$ cat src/design/rgbcli_pkg.sv
`default_nettype none

package rgbcli_pkg;

   // special bytes
   localparam logic [7:0] CHAR_ENTER     = 8'd13;
   localparam logic [7:0] CHAR_BACKSPACE = 8'd127;
   localparam logic [7:0] CHAR_PLUS      = 8'd43;
   localparam logic [7:0] CHAR_ZERO      = 8'd48;
   localparam logic [7:0] CHAR_NINE      = 8'd57;
   localparam logic [7:0] CHAR_R         = 8'd114;
   localparam logic [7:0] CHAR_G         = 8'd103;
   localparam logic [7:0] CHAR_B         = 8'd98;

   // saturation point of the digit accumulator
   localparam logic [9:0] ACC_CAP = 10'd1000;

   // reset value of the level limit register
   localparam logic [7:0] LIMIT_RESET = 8'd255;

   // word queue between front and back
   localparam int QUEUE_DEPTH = 2;

   // kind of received word, decided in the front
   typedef enum logic [1:0] {
      KIND_CHAR,
      KIND_BACK,
      KIND_ENTER
   } kind_type;

   typedef struct packed {
      kind_type   kind;
      logic [7:0] data;
   } queue_entry_type;

   // result codes
   typedef enum logic [2:0] {
      OUT_ECHO_CHAR  = 3'd0,
      OUT_ECHO_BACK  = 3'd1,
      OUT_LEVEL_SET  = 3'd2,
      OUT_INVALID    = 3'd3,
      OUT_NO_COMMAND = 3'd4
   } outcome_type;

   typedef enum logic [1:0] {
      CH_RED   = 2'd0,
      CH_GREEN = 2'd1,
      CH_BLUE  = 2'd2
   } channel_type;

   // back sequencer states
   typedef enum logic [1:0] {
      BK_IDLE,
      BK_PARSE,
      BK_RESULT
   } back_state_type;

   // parser phases while walking the line
   typedef enum logic [2:0] {
      PH_FIRST,
      PH_KEYWORD,
      PH_SPACE,
      PH_SIGN,
      PH_DIGITS
   } phase_type;

   // keyword character k of a channel's name
   function automatic logic [7:0] kw_char(input channel_type ch, input logic [2:0] k);
      logic [7:0] c;
      c = 8'd0;
      case (ch)
         CH_RED: begin
            case (k)
               3'd0:    c = "r";
               3'd1:    c = "e";
               3'd2:    c = "d";
               default: c = 8'd0;
            endcase
         end
         CH_GREEN: begin
            case (k)
               3'd0:    c = "g";
               3'd1:    c = "r";
               3'd2:    c = "e";
               3'd3:    c = "e";
               3'd4:    c = "n";
               default: c = 8'd0;
            endcase
         end
         CH_BLUE: begin
            case (k)
               3'd0:    c = "b";
               3'd1:    c = "l";
               3'd2:    c = "u";
               3'd3:    c = "e";
               default: c = 8'd0;
            endcase
         end
         default: c = 8'd0;
      endcase
      return c;
   endfunction

   // keyword length of a channel's name
   function automatic logic [2:0] kw_len(input channel_type ch);
      logic [2:0] n;
      case (ch)
         CH_RED:   n = 3'd3;
         CH_GREEN: n = 3'd5;
         CH_BLUE:  n = 3'd4;
         default:  n = 3'd3;
      endcase
      return n;
   endfunction

   function automatic logic is_space(input logic [7:0] c);
      return (c inside {[8'd9:8'd13], 8'd32});
   endfunction

   function automatic logic is_digit(input logic [7:0] c);
      return (c inside {[CHAR_ZERO:CHAR_NINE]});
   endfunction

endpackage

`default_nettype wire

$ cat src/design/rgb_command_line_interpreter.sv
// RGB command line interpreter
//
// Bytes from a serial receiver enter on the req_ channel (valid/ready). Each
// accepted word gives at most one word on the rsp_ channel: an echo of an
// ordinary byte, an echo of a backspace, or on Enter the outcome of parsing
// the line ("red N", "green N", "blue N") with channel, level and duty.
// csr_wr_en/csr_wr_data write the level limit; write it only while idle.
//
// A two-word queue sits between the front, which classifies bytes, and the
// back, which edits the line memory and walks it on Enter.
// An echo is held in the queue entry and then in the output register. Enter
// reads the line memory one byte per cycle through a registered read; its
// result is then held in the output register. Throughput: one ordinary byte
// or backspace per cycle, while the receiver takes results and no line parses.
//
// Reset clears the queue, the line length, the output valid flag and sets the
// limit to 255. When the receiver stalls rsp_ready, the result holds in the
// output register, the back waits and the queue fills, then req_ready drops.
`default_nettype none

module rgb_command_line_interpreter
   import rgbcli_pkg::*;
#(
   parameter int LINE_DEPTH = 128
) (
   input  wire logic        clock,
   input  wire logic        reset,
   input  wire logic        req_valid,
   output logic             req_ready,
   input  wire logic [7:0]  req_rx_byte,
   output logic             rsp_valid,
   input  wire logic        rsp_ready,
   output logic [2:0]       rsp_outcome,
   output logic [7:0]       rsp_echo_char,
   output logic [1:0]       rsp_channel,
   output logic [7:0]       rsp_level,
   output logic [15:0]      rsp_duty,
   input  wire logic        csr_wr_en,
   input  wire logic [7:0]  csr_wr_data
);

   logic            head_valid;
   queue_entry_type head;
   logic            head_pop;

   // front: accept and classify
   rgbcli_front u_front (
      .clock       (clock),
      .reset       (reset),
      .req_valid   (req_valid),
      .req_ready   (req_ready),
      .req_rx_byte (req_rx_byte),
      .head_valid  (head_valid),
      .head        (head),
      .head_pop    (head_pop)
   );

   // back: line store, parser, output register
   rgbcli_back #(
      .LINE_DEPTH (LINE_DEPTH)
   ) u_back (
      .clock         (clock),
      .reset         (reset),
      .head_valid    (head_valid),
      .head          (head),
      .head_pop      (head_pop),
      .csr_wr_en     (csr_wr_en),
      .csr_wr_data   (csr_wr_data),
      .rsp_valid     (rsp_valid),
      .rsp_ready     (rsp_ready),
      .rsp_outcome   (rsp_outcome),
      .rsp_echo_char (rsp_echo_char),
      .rsp_channel   (rsp_channel),
      .rsp_level     (rsp_level),
      .rsp_duty      (rsp_duty)
   );

   // the back never takes from an empty queue
   assert property (@(posedge clock) disable iff (reset) head_pop |-> head_valid)
      else $error("queue popped while empty");

   // duty is the square of the level
   assert property (@(posedge clock) disable iff (reset)
      (rsp_valid && rsp_outcome == OUT_LEVEL_SET) |->
         rsp_duty == 16'(rsp_level) * 16'(rsp_level))
      else $error("duty does not match level");

   // a backspace echo always carries the backspace code
   assert property (@(posedge clock) disable iff (reset)
      (rsp_valid && rsp_outcome == OUT_ECHO_BACK) |-> rsp_echo_char == CHAR_BACKSPACE)
      else $error("backspace echo with wrong character");

   // channel is zero unless a command was recognised
   assert property (@(posedge clock) disable iff (reset)
      (rsp_valid && rsp_outcome != OUT_LEVEL_SET && rsp_outcome != OUT_INVALID)
         |-> rsp_channel == 2'd0)
      else $error("channel set on a result without a command");

endmodule

`default_nettype wire

$ cat src/design/rgbcli_front.sv
`default_nettype none

module rgbcli_front
   import rgbcli_pkg::*;
(
   input  wire logic            clock,
   input  wire logic            reset,
   input  wire logic            req_valid,
   output logic                 req_ready,
   input  wire logic [7:0]      req_rx_byte,
   output logic                 head_valid,
   output queue_entry_type      head,
   input  wire logic            head_pop
);

   localparam int CNT_W = $clog2(QUEUE_DEPTH + 1);
   localparam int PTR_W = $clog2(QUEUE_DEPTH);
   localparam logic [CNT_W-1:0] CNT_FULL = CNT_W'(QUEUE_DEPTH);

   queue_entry_type   fifo_ff [QUEUE_DEPTH];
   logic [PTR_W-1:0]  wr_ptr_ff, wr_ptr_in;
   logic [PTR_W-1:0]  rd_ptr_ff, rd_ptr_in;
   logic [CNT_W-1:0]  count_ff, count_in;
   queue_entry_type   entry;
   logic              push;

   // classify the incoming word
   always_comb begin
      entry.data = req_rx_byte;
      case (req_rx_byte)
         CHAR_ENTER:     entry.kind = KIND_ENTER;
         CHAR_BACKSPACE: entry.kind = KIND_BACK;
         default:        entry.kind = KIND_CHAR;
      endcase
   end

   assign req_ready  = (count_ff != CNT_FULL);
   assign push       = req_valid && req_ready;
   assign head_valid = (count_ff != '0);
   assign head       = fifo_ff[rd_ptr_ff];

   // pointer and fill count
   always_comb begin
      wr_ptr_in = wr_ptr_ff;
      rd_ptr_in = rd_ptr_ff;
      count_in  = count_ff;
      if (push) begin
         wr_ptr_in = wr_ptr_ff + 1'b1;
      end
      if (head_pop) begin
         rd_ptr_in = rd_ptr_ff + 1'b1;
      end
      if (push && !head_pop) begin
         count_in = count_ff + 1'b1;
      end else if (!push && head_pop) begin
         count_in = count_ff - 1'b1;
      end
   end

   always_ff @(posedge clock) begin
      if (reset) begin
         wr_ptr_ff <= '0;
         rd_ptr_ff <= '0;
         count_ff  <= '0;
      end else begin
         wr_ptr_ff <= wr_ptr_in;
         rd_ptr_ff <= rd_ptr_in;
         count_ff  <= count_in;
      end
   end

   // queue storage
   always_ff @(posedge clock) begin
      if (push) begin
         fifo_ff[wr_ptr_ff] <= entry;
      end
   end

endmodule

`default_nettype wire

$ cat src/design/rgbcli_back.sv
`default_nettype none

module rgbcli_back
   import rgbcli_pkg::*;
#(
   parameter int LINE_DEPTH = 128
) (
   input  wire logic            clock,
   input  wire logic            reset,
   input  wire logic            head_valid,
   input  wire queue_entry_type head,
   output logic                 head_pop,
   input  wire logic            csr_wr_en,
   input  wire logic [7:0]      csr_wr_data,
   output logic                 rsp_valid,
   input  wire logic            rsp_ready,
   output logic [2:0]           rsp_outcome,
   output logic [7:0]           rsp_echo_char,
   output logic [1:0]           rsp_channel,
   output logic [7:0]           rsp_level,
   output logic [15:0]          rsp_duty
);

   localparam int IDX_W = $clog2(LINE_DEPTH);
   localparam int LEN_W = $clog2(LINE_DEPTH + 1);
   localparam logic [LEN_W-1:0] LEN_MAX = LEN_W'(LINE_DEPTH);

   // line store
   logic [7:0]        line_mem [LINE_DEPTH];
   logic [7:0]        rd_data_ff;
   logic              mem_we;
   logic [IDX_W-1:0]  mem_waddr;
   logic [IDX_W-1:0]  mem_raddr;

   back_state_type    state_ff, state_in;
   phase_type         phase_ff, phase_in;
   logic [LEN_W-1:0]  length_ff, length_in;
   logic [LEN_W-1:0]  pos_ff, pos_in;
   logic [LEN_W-1:0]  pos_next;
   logic [2:0]        kidx_ff, kidx_in;
   logic [2:0]        kidx_next;
   channel_type       chan_ff, chan_in;
   logic [9:0]        acc_ff, acc_in;
   logic              found_ff, found_in;
   logic [7:0]        limit_ff;

   logic              rsp_valid_ff, rsp_valid_in;
   outcome_type       rsp_outcome_ff, rsp_outcome_in;
   logic [7:0]        rsp_echo_char_ff, rsp_echo_char_in;
   logic [1:0]        rsp_channel_ff, rsp_channel_in;
   logic [7:0]        rsp_level_ff, rsp_level_in;
   logic [15:0]       rsp_duty_ff, rsp_duty_in;

   logic              out_free;
   logic [3:0]        digit;
   logic [13:0]       acc_x10;
   logic [9:0]        acc_sat;

   assign out_free  = !rsp_valid_ff || rsp_ready;
   assign pos_next  = pos_ff + 1'b1;
   assign kidx_next = kidx_ff + 3'd1;

   // decimal accumulate with saturation
   assign digit   = 4'(rd_data_ff - CHAR_ZERO);
   assign acc_x10 = 14'({acc_ff, 3'b000}) + 14'({acc_ff, 1'b0}) + 14'(digit);
   assign acc_sat = (acc_x10 > 14'(ACC_CAP)) ? ACC_CAP : acc_x10[9:0];

   // sequencer: edit the line, walk it on enter, emit at most one word
   always_comb begin
      state_in         = state_ff;
      phase_in         = phase_ff;
      length_in        = length_ff;
      pos_in           = pos_ff;
      kidx_in          = kidx_ff;
      chan_in          = chan_ff;
      acc_in           = acc_ff;
      found_in         = found_ff;
      head_pop         = 1'b0;
      mem_we           = 1'b0;
      mem_waddr        = length_ff[IDX_W-1:0];
      mem_raddr        = pos_next[IDX_W-1:0];
      rsp_valid_in     = rsp_valid_ff && !rsp_ready;
      rsp_outcome_in   = rsp_outcome_ff;
      rsp_echo_char_in = rsp_echo_char_ff;
      rsp_channel_in   = rsp_channel_ff;
      rsp_level_in     = rsp_level_ff;
      rsp_duty_in      = rsp_duty_ff;

      case (state_ff)
         BK_IDLE: begin
            if (head_valid && out_free) begin
               head_pop = 1'b1;
               case (head.kind)
                  KIND_CHAR: begin
                     // dropped silently when the line is full
                     if (length_ff != LEN_MAX) begin
                        mem_we           = 1'b1;
                        length_in        = length_ff + 1'b1;
                        rsp_valid_in     = 1'b1;
                        rsp_outcome_in   = OUT_ECHO_CHAR;
                        rsp_echo_char_in = head.data;
                        rsp_channel_in   = 2'd0;
                        rsp_level_in     = 8'd0;
                        rsp_duty_in      = 16'd0;
                     end
                  end
                  KIND_BACK: begin
                     if (length_ff != '0) begin
                        length_in        = length_ff - 1'b1;
                        rsp_valid_in     = 1'b1;
                        rsp_outcome_in   = OUT_ECHO_BACK;
                        rsp_echo_char_in = CHAR_BACKSPACE;
                        rsp_channel_in   = 2'd0;
                        rsp_level_in     = 8'd0;
                        rsp_duty_in      = 16'd0;
                     end
                  end
                  KIND_ENTER: begin
                     mem_raddr = '0;
                     pos_in    = '0;
                     phase_in  = PH_FIRST;
                     kidx_in   = 3'd0;
                     acc_in    = 10'd0;
                     found_in  = 1'b0;
                     state_in  = BK_PARSE;
                  end
                  default: begin
                  end
               endcase
            end
         end

         BK_PARSE: begin
            // rd_data_ff holds the byte at pos_ff
            pos_in = pos_next;
            if (pos_ff == length_ff) begin
               found_in = (phase_ff == PH_DIGITS);
               state_in = BK_RESULT;
            end else begin
               case (phase_ff)
                  PH_FIRST: begin
                     kidx_in  = 3'd1;
                     phase_in = PH_KEYWORD;
                     case (rd_data_ff)
                        CHAR_R: chan_in = CH_RED;
                        CHAR_G: chan_in = CH_GREEN;
                        CHAR_B: chan_in = CH_BLUE;
                        default: begin
                           found_in = 1'b0;
                           state_in = BK_RESULT;
                        end
                     endcase
                  end
                  PH_KEYWORD: begin
                     if (rd_data_ff == kw_char(chan_ff, kidx_ff)) begin
                        kidx_in = kidx_next;
                        if (kidx_next == kw_len(chan_ff)) begin
                           phase_in = PH_SPACE;
                        end
                     end else begin
                        found_in = 1'b0;
                        state_in = BK_RESULT;
                     end
                  end
                  PH_SPACE: begin
                     if (is_space(rd_data_ff)) begin
                        phase_in = PH_SPACE;
                     end else if (rd_data_ff == CHAR_PLUS) begin
                        phase_in = PH_SIGN;
                     end else if (is_digit(rd_data_ff)) begin
                        acc_in   = 10'(digit);
                        phase_in = PH_DIGITS;
                     end else begin
                        found_in = 1'b0;
                        state_in = BK_RESULT;
                     end
                  end
                  PH_SIGN: begin
                     if (is_digit(rd_data_ff)) begin
                        acc_in   = 10'(digit);
                        phase_in = PH_DIGITS;
                     end else begin
                        found_in = 1'b0;
                        state_in = BK_RESULT;
                     end
                  end
                  PH_DIGITS: begin
                     // trailing text after the digits is ignored
                     if (is_digit(rd_data_ff)) begin
                        acc_in = acc_sat;
                     end else begin
                        found_in = 1'b1;
                        state_in = BK_RESULT;
                     end
                  end
                  default: begin
                     found_in = 1'b0;
                     state_in = BK_RESULT;
                  end
               endcase
            end
         end

         BK_RESULT: begin
            if (out_free) begin
               rsp_valid_in     = 1'b1;
               rsp_echo_char_in = 8'd0;
               rsp_channel_in   = 2'd0;
               rsp_level_in     = 8'd0;
               rsp_duty_in      = 16'd0;
               if (!found_ff) begin
                  rsp_outcome_in = OUT_NO_COMMAND;
               end else if (acc_ff > {2'b00, limit_ff}) begin
                  rsp_outcome_in = OUT_INVALID;
                  rsp_channel_in = chan_ff;
               end else begin
                  rsp_outcome_in = OUT_LEVEL_SET;
                  rsp_channel_in = chan_ff;
                  rsp_level_in   = acc_ff[7:0];
                  rsp_duty_in    = 16'(acc_ff[7:0]) * 16'(acc_ff[7:0]);
               end
               length_in = '0;
               state_in  = BK_IDLE;
            end
         end

         default: state_in = BK_IDLE;
      endcase
   end

   // control registers
   always_ff @(posedge clock) begin
      if (reset) begin
         state_ff     <= BK_IDLE;
         length_ff    <= '0;
         rsp_valid_ff <= 1'b0;
         limit_ff     <= LIMIT_RESET;
      end else begin
         state_ff     <= state_in;
         length_ff    <= length_in;
         rsp_valid_ff <= rsp_valid_in;
         if (csr_wr_en) begin
            limit_ff <= csr_wr_data;
         end
      end
   end

   // parser and result payload
   always_ff @(posedge clock) begin
      phase_ff         <= phase_in;
      pos_ff           <= pos_in;
      kidx_ff          <= kidx_in;
      chan_ff          <= chan_in;
      acc_ff           <= acc_in;
      found_ff         <= found_in;
      rsp_outcome_ff   <= rsp_outcome_in;
      rsp_echo_char_ff <= rsp_echo_char_in;
      rsp_channel_ff   <= rsp_channel_in;
      rsp_level_ff     <= rsp_level_in;
      rsp_duty_ff      <= rsp_duty_in;
   end

   // line memory, registered read
   always_ff @(posedge clock) begin
      if (mem_we) begin
         line_mem[mem_waddr] <= head.data;
      end
      rd_data_ff <= line_mem[mem_raddr];
   end

   assign rsp_valid     = rsp_valid_ff;
   assign rsp_outcome   = rsp_outcome_ff;
   assign rsp_echo_char = rsp_echo_char_ff;
   assign rsp_channel   = rsp_channel_ff;
   assign rsp_level     = rsp_level_ff;
   assign rsp_duty      = rsp_duty_ff;

endmodule

`default_nettype wire

$ cat config.mk
export PLATFORM = sky130hd
export DESIGN_NAME = rgb_command_line_interpreter
export DESIGN_NICKNAME = d
export VERILOG_FILES = /design/src/design/rgbcli_pkg.sv /design/src/design/rgb_command_line_interpreter.sv /design/src/design/rgbcli_front.sv /design/src/design/rgbcli_back.sv
export SDC_FILE = /design/constraint.sdc
export NUM_CORES = 2
export LEC_CHECK = 0
export BUFFER_PORTS_ARGS = -buffer_cell sky130_fd_sc_hd__buf_2
export CAP_MARGIN = 20
export CORE_UTILIZATION = 30
export CTS_CLUSTER_DIAMETER = 120
export DETAILED_ROUTE_END_ITERATION = 16
export GPL_TIMING_DRIVEN = 0
export PLACE_DENSITY = 0.47
export SYNTH_ARGS = -nofsm -noshare
export SYNTH_HDL_FRONTEND = slang
export SYNTH_SLANG_ARGS = --single-unit
$ cat constraint.sdc
create_clock -name clock -period 7.53 [get_ports clock]
set_input_delay 1.1295 -clock clock [delete_from_list [all_inputs] [get_ports clock]]
set_output_delay 1.1295 -clock clock [all_outputs]
set_load 0.03 [all_outputs]
==> impl_results.md <==
* Largest net degree at the start of global routing at 111
* Mapped Area at 49,320 sq um
* First-pass GRT wire length at 242,300 um
* Cells after Synth at 3,625
* Final instance area at 56,900 sq um
* Clk root buf: clkbuf_16
* Cell variety after synth at 83
* Number of H-tree levels at 4
* Achievable Freq at 173.7 MHz
* Initial cell density of the core at 30.26%
* Internal power at 13.62 mW
* EDFF count, synth at 1,106
* DRT iter0 DRCs at 3,426
* Gpl congestion at 0.9466
* CTS tree: done
* Req. time, crit path at 8080 ps
* Pwr per Cell Area at 409.1 nW/um^2
* Die X-Extent at 407.4 um
* Area grow syn2layout at 15.38%
* Vias/cell at 5.346
* RSZ-0062 raised after global routing: no
* Final period utilization at 76.48%
* Slew Limit Fails at 0
* Placed Area at 52,900 sq um
* Setup TNS at 0 ps
* Number of global-route vias before repair at 31,650
* CP dominant cell by count: clkbuf_1
* Row count at 148
* Sequential area share after synthesis at 68.64%
* Hold Worst Slack at 481.0 ps
* CP startpoint kind: flip-flop
* Worst Hold Class: reg2reg
* Top-level port count at 60
* First-pass DRT Iterations at 6
* Synth Register Bits at 1,138
* Asr flop ratio synth at 0%
* Antenna viol nets, final at 0
* Setup CP Type: reg2reg
* Crit path capture type: flip-flop
* Layout cells sized above 1 at 10.90%
* Post-CTS Resized at 0
* Syn avg cell area at 13.60 sq um
* Total power at 23.28 mW
* Peak supply drop at 0.2958 mV
* Total wire length at 174,200 um
* Lkg Pwr at 18.88 nW
* Clk sink count at 1,138
* Part of the power in combinational logic at 40.3%
* Clk slew on worst S/H paths at 60 ps
* TritonCTS Buffers at 130
* Outcome: completed
* Setup-failing EPs final at 0
* HPWL Detailed at 121,200 um
* WL/cell at 28.49 um
* Post-CTS Setup Repair Bufs at 0
* Seq pwr share at 33.6%
* CP max FO at 10
* Psw at 9.660 mW
* Main flop type after synthesis: edfxtp_1
* GRT Util Overall at 20.57%
* Clk_lat worst skew at 800 ps
* Post-Syn Nets at 3,747
* Yosys warnings at 0
* Clk_skew at 39.32 ps
* Rel. slew slack at 16.92%
* DR vias at 32,680
* Tmin final at 5759 ps
* Final Core Density at 34.92%
* CP cell instances: ha_1 > clkbuf_1 > nand2_4 > nor2_4 > clkbuf_1 > a21oi_1 > o31ai_1 > a31oi_1 > a2111oi_2
* Switching share of power at 41.50%
* Hold Violations, Final at 0
* Clock buffer depth at 3
* Cts hold-fix bufs at 0
* Worst path arrival time at 6310 ps
* Die height at 407.4 um
* Slowest CP cell: a2111oi_2
* Critical path's largest stage delay at 1060 ps
* DRC Markers at 0
* Port Buf Inserts at 56
* Initial antenna violation count at 16
* Core Box Area at 163,000 sq um
* Worst Tran Pin Value at 1246 ps
* DIE AREA at 166,000 sq um
* Clk pwr share at 26.1%
* Fin nets at 3,963
* GR Overflow Total at 0
* MaxCap Viol Count at 0
cells in the mapped netlist, types with 8 or more instances:
cell type	count	area, sq um
clkbuf_1	137	514.2
o211ai_1	19	142.6
buf_4	14	105.1
mux2i_1	124	1241
a21oi_1	182	910.9
nand2b_1	98	613.1
nand3_1	87	435.4
xor2_1	26	227.7
and2_1	24	150.1
nor3_1	15	75.07
o21a_1	8	60.06
o31ai_1	13	97.59
a31oi_1	17	106.4
o21ai_1	26	130.1
buf_2	84	420.4
fa_1	28	560.5
nand4_1	15	93.84
dfxtp_1	32	640.6
nor3b_1	8	60.06
o311ai_0	88	770.7
o2111ai_1	89	779.5
a41oi_1	11	96.34
nor2_1	232	870.8
a221oi_1	20	175.2
a22oi_1	10	75.07
nor2b_1	12	75.07
edfxtp_1	1106	33210
inv_1	69	259.0
mux2_2	40	450.4
o21ai_0	188	940.9
xnor2_1	25	219.0
a21o_1	104	780.8
ha_1	73	913.4
o21bai_1	11	82.58
and3_1	20	125.1
nand2_1	359	1348
buf_1	16	60.06
o22ai_1	100	625.6
cells by family (layout without fill, tap and decap cells):
family,Yosys count,after routing,share of synthesized area [%]
AO/OA/AOI/OAI,932,932,12.62
XOR/XNOR,53,53,1.017
adder cells (fa/ha/maj),101,101,2.989
buffers and inverters,327,639,2.872
flip-flops,1138,1138,68.64
multiplexers,164,164,3.430
other,1,3,0.007604
AND/OR/NAND/NOR,909,909,8.421
layer usage:
| metal | global-route usage [%] | up-vias | routed length, um |
|---|---|---|---|
| met2 | 32.18 | 1370 | 79130 |
| met5 | 0 | - | 50 |
| met4 | 8.180 | 8 | 7059 |
| met3 | 3.738 | 306 | 12690 |
| li1 | - | 14310 | - |
| met1 | 28.18 | 16690 | 75260 |
stage by stage:
step / worst slack (ps) / std cells
2_1_floorplan: 3232 / 3625
3_3_place_gp: 1256 / 5856
3_5_place_dp: 1864 / 5883
4_1_cts: 2098 / 6111
5_1_grt: 1849 / 6112
6_report: 1771 / 6114
power by group through the flow:
stage                     combinational (mW)  clock (mW)  sequential, mW
after floorplan                         5.09           0            8.04
after global placement                  9.03           0            8.03
after detailed placement                9.23           0            7.95
after CTS                               9.27        6.16            7.82
after global routing                    9.94        6.40            7.84
final                                   9.39        6.08            7.81
registers in the layout, summed over array words and instances (netlist names), named ones only:
name and flops:
u_back.kidx_ff 3, u_back.rsp_valid 1, u_back.state_ff 2, u_back.found_ff 1, u_back.rsp_echo_char 8, u_back.rsp_level 7
u_back.line_mem 1024, u_back.rd_data_ff 8, u_back.length_ff 8, u_back.acc_ff 10, u_front.count_ff 2, u_back.phase_ff 3
u_back.rsp_channel 2, u_back.pos_ff 8, u_back.rsp_outcome 3, u_front.wr_ptr_ff 1, u_back.chan_ff 2, u_front.fifo_ff 20
u_back.limit_ff 8, u_front.rd_ptr_ff 1, u_back.rsp_duty 15
worst max-delay path: cells and delay by family (launching register included):
kind	cells	cell delay (ps)
AO/OA/AOI/OAI	4	2560
buffers and inverters	2	1310
adder cells (fa/ha/maj)	1	320
AND/OR/NAND/NOR	2	840
flip-flops	1	480
cell usage in the layout, fill, tap and decap left out, drive strengths merged, types with 73 or more instances in the layout:
| cell type | count |
|---|---|
| nand2 | 360 |
| inv | 75 |
| o21ai | 214 |
| clkbuf | 297 |
| o311ai | 88 |
| nor2 | 236 |
| buf | 202 |
| a21o | 104 |
| o2111ai | 90 |
| nand2b | 98 |
| edfxtp | 1106 |
| o22ai | 100 |
| mux2i | 124 |
| a21oi | 183 |
| nand3 | 88 |
| ha | 73 |
area by class of cell:
| type | instances | area, sq um |
|---|---|---|
| fillers | 16050 | 106100 |
| flip-flops and latches | 1138 | 33850 |
| clock buffers | 159 | 3393 |
| repair buffers | 84 | 734.5 |
| clock inverters | 69 | 604.3 |
| multi-input cells | 2160 | 14180 |
| plain buffers | 256 | 1150 |
| inverters | 71 | 266.5 |
| diodes | 2 | 5.005 |
| well taps | 2175 | 2721 |
worst paths after layout:
| path | startpoint | to | slack [ps] | cells past startpoint |
|---|---|---|---|---|
| worst max register to register | u_back.pos_ff[1]$_SDFFCE_PN0P_ | u_back.rd_data_ff[1]$_DFF_P_ | 1770 | 9 |
| worst min-delay path | u_back.limit_ff[0]$_SDFFE_PP1P_ | u_back.limit_ff[0]$_SDFFE_PP1P_ | 480 | 2 |
| worst min register to register | u_back.limit_ff[0]$_SDFFE_PP1P_ | u_back.limit_ff[0]$_SDFFE_PP1P_ | 480 | 2 |
| worst max-delay path | u_back.pos_ff[1]$_SDFFCE_PN0P_ | u_back.rd_data_ff[1]$_DFF_P_ | 1770 | 9 |
Power figures use the tool's default switching activity.
